### src/design/assert_macros.svh
// Assertion helpers for normal_to_hemisphere_angles.sv.
// Define ASSERT_OFF to compile every check away.
`ifndef ASSERT_MACROS_SVH
`define ASSERT_MACROS_SVH

`ifndef ASSERT_OFF

`define NHA_ASSERT(lbl, clk, rst_n, prop) \
  lbl: assert property (@(posedge clk) disable iff (!rst_n) prop) \
    else $error("assertion failed");

`define NHA_ASSERT_ALWAYS(lbl, clk, prop) \
  lbl: assert property (@(posedge clk) prop) \
    else $error("assertion failed");

`else

`define NHA_ASSERT(lbl, clk, rst_n, prop)

`define NHA_ASSERT_ALWAYS(lbl, clk, prop)

`endif

`endif

### src/design/nha_pkg.sv
`timescale 1ns / 1ps

package nha_pkg;

  localparam int ANGLE_BITS    = 16;
  localparam int CORDIC_STAGES = 16;
  localparam int SCALE_BITS    = 14;
  localparam int TABLE_LEN     = 24;

  // Signed component 2*b-255 fits in nine bits.
  localparam int COMP_W = 9;
  // x^2 + y^2 stays below 2^17.
  localparam int SQ_W   = 17;
  // Root of (x^2+y^2) * 2^(2*SCALE_BITS).
  localparam int RT_W   = (SQ_W + 1) / 2 + SCALE_BITS;
  localparam int SQP_W  = 2 * (RT_W - SCALE_BITS);
  localparam int RM_W   = RT_W + 2;
  // Vector magnitude with CORDIC gain stays below 2^24.
  localparam int CW     = 26;
  localparam int AW     = ANGLE_BITS + 2;

  // Pipeline bookkeeping, stage 0 is the input register.
  localparam int DEPTH  = RT_W + CORDIC_STAGES + 3;
  localparam int ZD_LEN = RT_W + 1;
  localparam int AZD_LEN = RT_W + 2;

  typedef logic signed [COMP_W-1:0] comp_t;
  typedef logic signed [CW-1:0]     cvec_t;
  typedef logic signed [AW-1:0]     ang_t;

  localparam ang_t HALF_TURN    = ang_t'(1) << (ANGLE_BITS - 1);
  localparam ang_t QUARTER_TURN = ang_t'(1) << (ANGLE_BITS - 2);

  // atan(2^-i) in units of 2^-32 turn.
  localparam logic [31:0] ATAN_TURN32 [TABLE_LEN] = '{
    32'h20000000, 32'h12E4051E, 32'h09FB385B, 32'h051111D4,
    32'h028B0D43, 32'h0145D7E1, 32'h00A2F61E, 32'h00517C55,
    32'h0028BE53, 32'h00145F2F, 32'h000A2F98, 32'h000517CC,
    32'h00028BE6, 32'h000145F3, 32'h0000A2FA, 32'h0000517D,
    32'h000028BE, 32'h0000145F, 32'h00000A30, 32'h00000518,
    32'h0000028C, 32'h00000146, 32'h000000A3, 32'h00000051
  };

  // Round the table entry half up to ANGLE_BITS per turn.
  function automatic ang_t stage_angle(input int i);
    logic [32:0] t;
    t = {1'b0, ATAN_TURN32[i]} + (33'd1 << (31 - ANGLE_BITS));
    return ang_t'(t >> (32 - ANGLE_BITS));
  endfunction

endpackage

### src/design/nha_sqrt.sv
`timescale 1ns / 1ps

module nha_sqrt import nha_pkg::*; (
  input  logic            clk,
  input  logic            en,
  input  logic [SQ_W-1:0] sq_in,
  output logic [RT_W-1:0] root_out
);

  logic [SQP_W-1:0] sq_r   [RT_W];
  logic [RM_W-1:0]  rem_r  [RT_W];
  logic [RT_W-1:0]  root_r [RT_W];

  // One root bit per stage, most significant first. The radicand is
  // sq_in shifted up by 2*SCALE_BITS, so the low pairs are zero.
  for (genvar k = 0; k < RT_W; k++) begin : g_step
    localparam int J = RT_W - 1 - k;
    logic [SQP_W-1:0] sq_i;
    logic [RM_W-1:0]  rem_i;
    logic [RT_W-1:0]  root_i;
    logic [1:0]       pair;
    logic [RM_W-1:0]  shifted;
    logic [RM_W-1:0]  trial;
    logic             fit;

    if (k == 0) begin : g_first
      assign sq_i   = SQP_W'(sq_in);
      assign rem_i  = '0;
      assign root_i = '0;
    end else begin : g_next
      assign sq_i   = sq_r[k-1];
      assign rem_i  = rem_r[k-1];
      assign root_i = root_r[k-1];
    end

    if (J >= SCALE_BITS) begin : g_pair
      assign pair = sq_i[2*(J-SCALE_BITS)+1 : 2*(J-SCALE_BITS)];
    end else begin : g_zero
      assign pair = 2'b00;
    end

    assign shifted = {rem_i[RM_W-3:0], pair};
    assign trial   = {root_i, 2'b01};
    assign fit     = (shifted >= trial);

    always_ff @(posedge clk) begin
      if (en) begin
        sq_r[k]   <= sq_i;
        rem_r[k]  <= fit ? (shifted - trial) : shifted;
        root_r[k] <= {root_i[RT_W-2:0], fit};
      end
    end
  end

  assign root_out = root_r[RT_W-1];

endmodule

### config.mk
export PLATFORM = sky130hd
export DESIGN_NAME = nha_sqrt
export DESIGN_NICKNAME = d
export VERILOG_FILES = /design/src/design/assert_macros.svh /design/src/design/nha_pkg.sv /design/src/design/nha_sqrt.sv
export SDC_FILE = /design/constraint.sdc
export NUM_CORES = 1
export LEC_CHECK = 0
export ABC_AREA = 1
export BUFFER_PORTS_ARGS = -buffer_cell sky130_fd_sc_hd__buf_2
export CAP_MARGIN = 20
export CORE_MARGIN = 2
export CORE_UTILIZATION = 50
export DETAILED_ROUTE_END_ITERATION = 10
export PLACE_DENSITY = 0.65
export SLEW_MARGIN = 20
export SYNTH_ARGS = -nofsm -noshare
export SYNTH_HDL_FRONTEND = slang
export SYNTH_SLANG_ARGS = --single-unit
### constraint.sdc
create_clock -name clk -period 3 [get_ports clk]
set_clock_uncertainty 0.05 [all_clocks]
set_input_delay 0.3 -clock clk [delete_from_list [all_inputs] [get_ports clk]]
set_output_delay 0.3 -clock clk [all_outputs]
set_load 0.02 [all_outputs]
# After elaboration in Yosys (flattened, before gate mapping)
# Memories as Yosys holds them, arrays and structs flattened.
# Cells that the tools add are included.
[op_classes] muxes=25 order_cmp=23 addsub=23
[ops] operator="25-bit 2-to-1 mux" n=23
[ops] operator="25-bit >= comparator" n=22
[ops] operator="25-bit subtractor" n=22
[ops] operator="1-bit 2-to-1 mux" n=2
[ops] operator="1-bit by 1-bit subtractor with 2-bit output, second input constant" n=1
[ops] operator="1-bit >= comparator, second input constant" n=1
[word_totals] word_cells=74 ramBits=1518 ff_bits=0 memories=3 out_inout_bits=23
[mem_list] memory="rem_r" depth=23 word_bits=25 read_ports=22 rd_clocked_by_memory_dff=0 wr=23 line="nha_sqrt.sv:11" source="logic [RM_W-1:0] rem_r [RT_W];"
[mem_list] memory="root_r" depth=23 word_bits=23 read_ports=23 rd_clocked_by_memory_dff=0 wr=23 line="nha_sqrt.sv:12" source="logic [RT_W-1:0] root_r [RT_W];"
[mem_list] memory="sq_r" depth=23 word_bits=18 read_ports=22 rd_clocked_by_memory_dff=0 wr=23 line="nha_sqrt.sv:10" source="logic [SQP_W-1:0] sq_r [RT_W];"

# Longest topological paths before layout
# An unclocked memory read counts as a cell.
[logic_depth] ltp_word=3 mapped_depth=14 mapped_depth_nobuf=14

# Worst setup path before layout
# OpenSTA, ideal clock, no wires.
[synth_timing] kind="register to register" from="mem rem_r[1][151] (netlist bit)" to="mem rem_r[1][189] (netlist bit) (data pin)" setup_slack_ns=0.836 arrival_time_ns=1.861 setup_ns=0.253 period_less_slack_ns=2.164 stages_incl_launch_ff=11 cell_sequence="edfxtp_1 > inv_1 > ha_1 > fa_1 > nand3_1 > nand3_1 > nand3_1 > nand3_1 > or2_2 > nand3_1 > nand2_1"
[synth_rtl] item="start, declared" line="nha_sqrt.sv:11"

==> results.tsv <==
stage	metric	value	unit
outcome	status	complete, no violations	
global_route	grt.overflow.total	0	
synth	synthCells	6226	
detailed_routing	vias	39900	
sta	setup_viol	0	
synth	async_flop_share	0	
setup_path	criticalPathCategory	reg -> reg	
clocking	cts.sinks	807	
layout	layout_common_cells	nand2_1 (2108), inv_1 (1041), edfxtp_1 (807)	
floorplan	core-area	0.0997	mm²
floorplan	io_pins	42	
placed_design	port_buffers	41	
power_and_ir_drop	peakVddDrop	523	µV
clocking	clk_latency	0.67	ns
sta	fmax	372	MHz
sta	fin_crit_sh	0.896	
sta	relSlewSlack	0.521	
power_and_ir_drop	power.internal	23.5	mW
detailed_routing	drc	0	
synth	ys_types	48	
synth	yosysWarnings	0	
floorplan	initial_core_util	0.503	
clocking	cts_buffers	91	
detailed_routing	firstDrtPassIters	5	
sta	rsz0062_at_grt	false	
min_path	hp-class	in -> reg	
synth	postSynthAreaPerCell	8.06	µm²
power_and_ir_drop	p_per_area	619	mW/mm²
synth	synth_nets	6529	
global_route	grt_use_total	0.246	
floorplan	num_rows	116	
detailed_routing	drtIter0Drc	3017	
setup_path	crit_fanout	5	
power_and_ir_drop	combPwrFrac	0.238	
sta	maxSlewViolCount	0	
setup_path	end_kind	flip-flop	
layout	drive_above_1_share	0.0472	
synth	yosysTopAreaCell	edfxtp_1	
layout	nFillCells	9183	
floorplan	die_h	321	µm
flow_run	cap_violations	0	
setup_path	crit_arrival	3.05	ns
clocking	cts_root_buf	clkbuf_16	
global_route	grt_pass1_wl	201	mm
clocking	post_cts_buffers	0	
synth	syn-cell-area	0.0502	mm²
detailed_routing	route.final.wire_length	126	mm
layout	num-nets-final	6693	
synth	synth-seq-area-share	0.483	
layout	num_antenna_cells	0	
sta	final-hold-violation-count	0	
clocking	path_clk_slew	0.06	ns
detailed_routing	postRouteAntennaNets	0	
placed_design	gp_congestion	0.926	
power_and_ir_drop	p_leak	25.8	nW
synth	ys_ff_latch	807	
power_and_ir_drop	clock_power_share	0.320	
global_route	antenna_found_initial	0	
setup_path	start_kind	flip-flop	
clocking	cts_max_path_buffers	3	
clocking	cts_tree	done	
power_and_ir_drop	finalPower	34.4	mW
floorplan	die_x	321	µm
setup_path	cp.required	3.36	ns
detailed_routing	drt-wirelength-per-cell	16.3	µm
global_route	grt_max_degree	83	
synth	synthFlopType	edfxtp_1	
synth	synth_edf_count	807	
layout	final_common_cell	nand2_1	
synth	synth_top_area_share	0.483	
detailed_routing	via_per_inst	5.14	
placed_design	dp_hpwl	99.1	mm
sta	finalCriticalPeriod	2.69	ns
power_and_ir_drop	seq_power_share	0.441	
power_and_ir_drop	switching_share	0.318	
floorplan	die_area	0.103	mm²
global_route	grt_pass1_vias	38300	
clocking	cts.htree.levels	3	
synth	yosys-top-cells-area	edfxtp_1 (48%), nand2_1 (16%), inv_1 (7.8%), ha_1 (6.8%), nand3_1 (4.3%)	
layout	area_growth	10.7	%
sta	worst_slew_pin_slew	0.712	ns
sta	setup_tns	0	ns
power_and_ir_drop	power_switching	10.9	mW
-- per-layer routing --
metal	GRT usage	vias up	wire length (µm)
met5	0	-	0
met2	0.440	859	62600
met3	0.0278	213	4660
met4	0.0819	0	4180
li1	-	20500	-
met1	0.308	18300	54900
-- kinds of logic after synthesis --
| group | count (synthesis) | share of synthesized area |
|---|---|---|
| other | 1 | 0.0000747 |
| flip-flops | 807 | 0.483 |
| AO/OA/AOI/OAI | 495 | 0.0512 |
| XOR/XNOR | 156 | 0.0272 |
| AND/OR/NAND/NOR | 3368 | 0.280 |
| buffers and inverters | 1115 | 0.0855 |
| adder cells (fa/ha/maj) | 284 | 0.0728 |
-- state kept, by name, summed over array words and instances, names as in the netlist --
register	cells
sq_r	73
rem_r	473
root_r	261
-- cell usage after synthesis, drive strengths merged (66+ instances only) --
master     n
nand2   2120
nand4     92
xor2      90
o21ai    191
edfxtp   807
a21oi    272
xnor2     66
inv     1057
nor3      74
nor2     531
nand3    437
nand3b    74
ha       271
-- path summary, 6_finish.rpt --
| check | start | end | slack (ns) | cells after the start |
|---|---|---|---|---|
| worst max-delay path | rem_r[1][101] | rem_r[1][135] | 0.31 | 9 |
| worst min register to register | sq_r[0][90] | sq_r[0][108] | 0.36 | 0 |
| worst max register to register | rem_r[1][101] | rem_r[1][135] | 0.31 | 9 |
| worst min-delay path | en | sq_r[0][1] | 0.02 | 1 |
-- worst max-delay path, stage by stage (launching register included) --
cell and delay (ns):
edfxtp_1 0.43, inv_1 0.08, ha_1 0.22, fa_1 0.47, nand2_1 0.10, nor2_1 0.04, nor2_1 0.31, o21bai_1 0.22
xnor2_1 0.16, o21ai_0 0.36
-- power groups by stage --
stage / logic [mW] / registers (mW) / clock network, mW
final: 8.20 / 15.2 / 11.0
after global routing: 9.40 / 15.3 / 11.7
after CTS: 8.19 / 15.2 / 11.3
after detailed placement: 8.12 / 15.4 / 0
after global placement: 8.01 / 15.4 / 0
after floorplan: 5.95 / 14.9 / 0
-- area by class of cell --
type                            count  area [µm²]  share of cell area
Clock inverter                     51         546             0.00982
Clock buffer                      114        2380              0.0430
Tap cell                         1298        1620              0.0292
Timing Repair Buffer              129        1120              0.0201
Inverter                         1057        3970              0.0715
Multi-Input combinational cell   4304       21600               0.390
Sequential cell                   807       24200               0.436
-- metrics by stage --
step	std cells	setup slack, ns	hold WS, ns	instance area [µm²]	util
final	7760	0.313	0.0201	55500	0.557
after global routing	7760	0.131	0.0115	55500	0.557
after CTS	7760	0.347	0.00351	55500	0.557
after detailed placement	7578	0.343	0.355	52400	0.526
after global placement	7578	0.370	0.351	52400	0.526
after floorplan	6226	0.836	0.349	50200	-
-- timing repair --
action                                 4_1_cts  5_1_grt
gates resized for setup                      0        0
hold buffers                                17        0
endpoints found under the hold margin       17        0
(Power assumes the default switching activity.)
