`config.mk`:
```
export PLATFORM = sky130hd
export DESIGN_NAME = nha_cordic
export DESIGN_NICKNAME = d
export VERILOG_FILES = /design/src/design/assert_macros.svh /design/src/design/nha_pkg.sv /design/src/design/nha_cordic.sv
export SDC_FILE = /design/constraint.sdc
export NUM_CORES = 2
export LEC_CHECK = 0
export BUFFER_PORTS_ARGS = -buffer_cell sky130_fd_sc_hd__buf_2
export CAP_MARGIN = 20
export CORE_UTILIZATION = 50
export CTS_BUF_LIST = sky130_fd_sc_hd__clkbuf_8
export DETAILED_ROUTE_END_ITERATION = 10
export HOLD_SLACK_MARGIN = 0.1
export PLACE_DENSITY_LB_ADDON = 0.12
export SLEW_MARGIN = 20
export SYNTH_ARGS = -nofsm -noshare
export SYNTH_HDL_FRONTEND = slang
export SYNTH_SLANG_ARGS = --single-unit
```
`constraint.sdc`:
```
create_clock -name clk -period 8.43 [get_ports clk]
set_input_delay 1.686 -clock clk [delete_from_list [all_inputs] [get_ports clk]]
set_output_delay 1.686 -clock clk [all_outputs]
set_load 0.01 [all_outputs]
```
`src/design/assert_macros.svh`:
```
// Assertion helpers for normal_to_hemisphere_angles.sv.
// Define ASSERT_OFF to compile every check away.
`ifndef ASSERT_MACROS_SVH
`define ASSERT_MACROS_SVH

`ifndef ASSERT_OFF

`define NHA_ASSERT(lbl, clk, rst_n, prop) \
  lbl: assert property (@(posedge clk) disable iff (!rst_n) prop) \
    else $error("assertion failed");

`define NHA_ASSERT_ALWAYS(lbl, clk, prop) \
  lbl: assert property (@(posedge clk) prop) \
    else $error("assertion failed");

`else

`define NHA_ASSERT(lbl, clk, rst_n, prop)

`define NHA_ASSERT_ALWAYS(lbl, clk, prop)

`endif

`endif

```
`src/design/nha_pkg.sv`:
```
`timescale 1ns / 1ps

package nha_pkg;

  localparam int ANGLE_BITS    = 16;
  localparam int CORDIC_STAGES = 16;
  localparam int SCALE_BITS    = 14;
  localparam int TABLE_LEN     = 24;

  // Signed component 2*b-255 fits in nine bits.
  localparam int COMP_W = 9;
  // x^2 + y^2 stays below 2^17.
  localparam int SQ_W   = 17;
  // Root of (x^2+y^2) * 2^(2*SCALE_BITS).
  localparam int RT_W   = (SQ_W + 1) / 2 + SCALE_BITS;
  localparam int SQP_W  = 2 * (RT_W - SCALE_BITS);
  localparam int RM_W   = RT_W + 2;
  // Vector magnitude with CORDIC gain stays below 2^24.
  localparam int CW     = 26;
  localparam int AW     = ANGLE_BITS + 2;

  // Pipeline bookkeeping, stage 0 is the input register.
  localparam int DEPTH  = RT_W + CORDIC_STAGES + 3;
  localparam int ZD_LEN = RT_W + 1;
  localparam int AZD_LEN = RT_W + 2;

  typedef logic signed [COMP_W-1:0] comp_t;
  typedef logic signed [CW-1:0]     cvec_t;
  typedef logic signed [AW-1:0]     ang_t;

  localparam ang_t HALF_TURN    = ang_t'(1) << (ANGLE_BITS - 1);
  localparam ang_t QUARTER_TURN = ang_t'(1) << (ANGLE_BITS - 2);

  // atan(2^-i) in units of 2^-32 turn.
  localparam logic [31:0] ATAN_TURN32 [TABLE_LEN] = '{
    32'h20000000, 32'h12E4051E, 32'h09FB385B, 32'h051111D4,
    32'h028B0D43, 32'h0145D7E1, 32'h00A2F61E, 32'h00517C55,
    32'h0028BE53, 32'h00145F2F, 32'h000A2F98, 32'h000517CC,
    32'h00028BE6, 32'h000145F3, 32'h0000A2FA, 32'h0000517D,
    32'h000028BE, 32'h0000145F, 32'h00000A30, 32'h00000518,
    32'h0000028C, 32'h00000146, 32'h000000A3, 32'h00000051
  };

  // Round the table entry half up to ANGLE_BITS per turn.
  function automatic ang_t stage_angle(input int i);
    logic [32:0] t;
    t = {1'b0, ATAN_TURN32[i]} + (33'd1 << (31 - ANGLE_BITS));
    return ang_t'(t >> (32 - ANGLE_BITS));
  endfunction

endpackage

```
`src/design/nha_cordic.sv`:
```
`timescale 1ns / 1ps

module nha_cordic import nha_pkg::*; (
  input  logic  clk,
  input  logic  en,
  input  cvec_t x_in,
  input  cvec_t y_in,
  input  ang_t  ang_in,
  output ang_t  ang_out
);

  cvec_t x_r [CORDIC_STAGES];
  cvec_t y_r [CORDIC_STAGES];
  ang_t  a_r [CORDIC_STAGES];

  // Vectoring mode: rotate toward y = 0 and accumulate the angle.
  for (genvar i = 0; i < CORDIC_STAGES; i++) begin : g_stage
    cvec_t xi;
    cvec_t yi;
    ang_t  ai;
    cvec_t dx;
    cvec_t dy;

    if (i == 0) begin : g_first
      assign xi = x_in;
      assign yi = y_in;
      assign ai = ang_in;
    end else begin : g_next
      assign xi = x_r[i-1];
      assign yi = y_r[i-1];
      assign ai = a_r[i-1];
    end

    assign dx = yi >>> i;
    assign dy = xi >>> i;

    always_ff @(posedge clk) begin
      if (en) begin
        if (!yi[CW-1]) begin
          x_r[i] <= xi + dx;
          y_r[i] <= yi - dy;
          a_r[i] <= ai + stage_angle(i);
        end else begin
          x_r[i] <= xi - dx;
          y_r[i] <= yi + dy;
          a_r[i] <= ai - stage_angle(i);
        end
      end
    end
  end

  assign ang_out = a_r[CORDIC_STAGES-1];

endmodule

```
# --- Word-level counts from Yosys, hierarchy flattened ---
# Memory sizes are Yosys's and may differ from the RTL's.
# Index checks and enable logic that the tools add are counted.
word_totals:
  ff_bits: 0
  mem_bits_rw: 1120
  in_bits: 72
  n_memories: 3
op_classes:
  n_addsub: 93
  n_mux: 144
  bitwise: 48
memory_table:
  columns: ["name", "depth", "width", "read_ports", "rd_ports_with_merged_regs", "write_ports", "line_no", "source"]
  rows:
  - ["x_r", 16, 26, 15, 0, 16, "nha_cordic.sv:12", "cvec_t x_r [CORDIC_STAGES];"]
  - ["y_r", 16, 26, 15, 0, 16, "nha_cordic.sv:13", "cvec_t y_r [CORDIC_STAGES];"]
  - ["a_r", 16, 18, 16, 0, 16, "nha_cordic.sv:14", "ang_t a_r [CORDIC_STAGES];"]
ops:
  columns: ["op", "count"]
  rows:
  - ["$mux W26", 32]
  - ["$mux W18", 16]
  - ["$mux W1", 96]
  - ["$add A26 B11 Y26", 2]
  - ["$add A26 B12 Y26", 2]
  - ["$add A26 B13 Y26", 2]
  - ["$add A26 B14 Y26", 2]
  - ["$add A26 B15 Y26", 2]
  - ["$add A26 B16 Y26", 2]
  - ["$add A26 B17 Y26", 2]
  - ["$add A26 B18 Y26", 2]
  - ["$add A26 B19 Y26", 2]
  - ["$add A26 B20 Y26", 2]
  - ["$add A26 B21 Y26", 2]
  - ["$add A26 B22 Y26", 2]
  - ["$add A26 B23 Y26", 2]
  - ["$add A26 B24 Y26", 2]
  - ["$add A26 B25 Y26", 2]
  - ["$sub A26 B11 Y26", 2]
  - ["$sub A26 B12 Y26", 2]
  - ["$sub A26 B13 Y26", 2]
  - ["$sub A26 B14 Y26", 2]
  - ["$sub A26 B15 Y26", 2]
  - ["$sub A26 B16 Y26", 2]
  - ["40 further kinds", 99]

# --- Logic depth before layout (Yosys ltp) ---
logic_depth:
  depth_word: 4
  mapped_depth: 19
  mapped_depth_nobuf: 19

# --- Least setup slack after synthesis ---
# Ideal clock, no wire load.
synth_path:
  path_kind: "input-to-reg"
  start: "in en"
  end: "mem x_r[1][77] (netlist bit) (data pin)"
  setup_time_ps: 264
  arrival_time_ps: 5790
  slack_ps: 2377
  stages: 19
  path_buffers: 4
  path_cell_list: "clkbuf_1 clkbuf_1 nand2_1 inv_1 clkbuf_1 buf_1 nor2_1 xnor2_1 ha_1 o21a_1 o31a_1 o221a_1 or3_1 a21oi_1 o22ai_1 a311oi_2 o41ai_1 a211oi_1 xnor2_1"
synth_lines:
  columns: ["element", "line_no", "source"]
  rows:
  - ["start, declared", "nha_cordic.sv:5", "input logic en,"]
  - ["end, declared", "nha_cordic.sv:12", null]

==> results_dict.tcl <==
set metrics [dict create \
    drtAntennaViolNets 0 \
    hold_path.class "flip-flop to flip-flop" \
    rsz0062_at_grt "no" \
    ff2ff_path_depth 16 \
    final_common_cell "ha_1" \
    drive_above_1_share 0.05047 \
    worst_ep_arrival_time_ns 6.29 \
    netlist_area_mm2 0.08069 \
    syn_inst 8424 \
    dieArea_mm2 0.1630 \
    startpoint_type "input port" \
    syn_avg_cell_area_um2 9.579 \
    gr-total-overflow 0 \
    fmaxAchievable_ghz 0.1785 \
    clkSinkCount 951 \
    rows 147 \
    critPathKind "input port to flip-flop" \
    cp_cell_sequence "buf_8, nand2_1, inv_1, nor2_1, xnor2_1, ha_1, o21a_1, o31a_1, o41ai_1, o211ai_1, a211o_1, o311ai_1, a21oi_1, o21ai_0, a21oi_1, xnor2_1" \
    yosysWarnings 0 \
    ctsResizeCount 0 \
    clk_latency_ns 0.97 \
    run_status "complete, no violations" \
    clkTransAtPathRegs_ns 0.06 \
    tightest_slew_ns 1.155 \
    grt_pass1_vias 60570 \
    yosys_register_bits 951 \
    antenna_found_initial 3 \
    synth_async_sr_flop_share 0 \
    finalWorstSetupSlack_ns 2.828 \
    post_cts_buffers 0 \
    drtPass1Iterations 6 \
    hpwl_um 160600 \
    whs_path_depth 0 \
    fin_nets 9643 \
    hold_viol 0 \
    cts_root_buffer "clkbuf_8" \
    start_util 0.5031 \
    final_cell_mix "ha_1 (958), edfxtp_1 (951), xnor2_1 (791)" \
    hold_buffers 0 \
    synth_edf_count 951 \
    cts_tree "yes" \
    r2r_setup_slack_ns 3.40 \
    min_to "a_r[1][133]$_DFFE_PP_" \
    finish.utilization 0.5420 \
    vias 63130 \
    io_buffers 89 \
    viasPerCell 5.812 \
    final.fill_count 14540 \
    crit_path_end_kind "flip-flop" \
    synth_top_flop_cell "edfxtp_1" \
    core_area_mm2 0.1604 \
    dieHeight_um 403.7 \
    cp_slowest_cell "o41ai_1" \
    drt_iter0_markers 4399 \
    setup-violations-final 0 \
    wire_per_inst_um 18.72 \
    pre_cts_slack_ns 1.924 \
    hp-start "a_r[1][115]$_DFFE_PP_" \
    layout_min_cycle_time_ns 5.602 \
    rr_startpoint "y_r[0][155]$_DFFE_PP_" \
    synth-seq-area-share 0.3539 \
    gp_congestion 0.9382 \
    syn2layout_area_growth_pct 7.734 \
    fin_crit_sh 0.6645 \
    register_area_mm2 0.02856 \
    numCtsBuffers 171 \
    reg2reg_to "x_r[0][180]$_DFFE_PP_" \
    cpPeakStageDelay_ns 0.57 \
    crit_required_ns 9.12 \
    wl_um 203300 \
    skew_ns 0.05556 \
    grt_pass1_wl_um 321900 \
    finalSetupTns_ns 0 \
    die_w_um 403.7 \
    worst-path-max-fanout 59 \
    grt_usage 0.2447 \
    grt_start_max_net_pins 166 \
    relSlewSlack 0.2197 \
    finalMaxSlewViolations 0 \
    clk_path_buf_depth 3 \
    num_io_pins 90 \
    htreeDepth 4 \
    synth_nets 9496 \
    max_cap_violations 0 \
    post_synth_num_cell_types 98 \
    multiInputGateArea_mm2 0.04973 \
    drc 0 \
]
critical path: cells and delay by family:
| kind | cells | cell delay, ns |
|---|---|---|
| compound gates | 9 | 2.44 |
| buf+inv | 2 | 0.87 |
| simple gates | 2 | 0.61 |
| fa+ha+maj | 1 | 0.35 |
| xor+xnor | 2 | 0.30 |
stage by stage:
step	instances	hold slack (ns)	area, µm²
after floorplan	8424	0.4003	80690
after global routing	10860	0.4175	86930
after CTS	10860	0.4193	86890
final	10860	0.4179	86930
after detailed placement	10560	0.4045	83520
after global placement	10560	0.4021	83520
final cells by class:
type	count	area share
well taps	2160	0.03109
inverters	462	0.01995
multi-input cells	6851	0.5721
diodes	3	0.00008636
flip-flops and latches	951	0.3285
clock inverters	129	0.01170
clock buffers	171	0.02707
repair buffers	134	0.009542
state kept, by name, summed over array words and instances, names as in the netlist:
signal / count
a_r: 288
x_r: 324
y_r: 339
synth_stat cells (all sizes together), types with 20 or more instances:
cell     instances  area, µm²
a2111oi         26      235.2
a31o            20      175.2
or3             70      442.9
o31ai           99      743.2
o21bai          98      735.7
nand4           41      256.5
nor3           213       1066
a21o           287       2155
nor2b          131      819.5
xnor2          791       6928
edfxtp         951      28560
or4             32      244.0
ha             958      11990
o41ai           74      678.2
o211ai          32      245.2
a211oi          70      530.5
nor4            58      375.4
nand2          502       1884
a31oi           52      325.3
o31a            26      227.7
inv            454       1704
nand2b         119      744.5
and2            38      237.7
mux2i           39      390.4
o21ai          527       2638
or2             32      200.2
a21boi          38      285.3
buf             43      231.5
o21a           155       1164
nor2           668       2507
and3            60      375.4
a21oi          775       3879
nand3          125      625.6
a211o           31      271.5
clkbuf         117      440.4
fa              42      840.8
xor2           394       3451
routing by layer:
layer | global-route usage | share of wire
met4 | 0.07263 | 0.025
met5 | 0 | 0
met2 | 0.4231 | 0.48
met3 | 0.03216 | 0.047
met1 | 0.3174 | 0.44
how the worst max path moves through the flow:
stage          start                     to  depth (start not counted)
5_1_grt           en  x_r[1][101]$_DFFE_PP_                         16
2_1_floorplan     en   x_r[1][77]$_DFFE_PP_                         19
3_5_place_dp      en  x_r[1][101]$_DFFE_PP_                         16
6_report          en  x_r[1][103]$_DFFE_PP_                         16
4_1_cts           en  x_r[1][103]$_DFFE_PP_                         16
3_3_place_gp      en   x_r[1][98]$_DFFE_PP_                         16
kinds of logic (layout without fill, tap and decap cells):
family	count (synthesis)	after routing	synth area share
AO/OA/AOI/OAI	2468	2468	0.1954
AND/OR/NAND/NOR	2157	2157	0.1282
XOR/XNOR	1185	1185	0.1286
adder cells (fa/ha/maj)	1000	1000	0.1590
flip-flops	951	951	0.3539
buffers and inverters	622	896	0.02982
multiplexers	41	41	0.005117
other	0	3	0
Power is not shown: default switching activity piles up to over one toggle a cycle in this logic, so the estimate is an artifact.
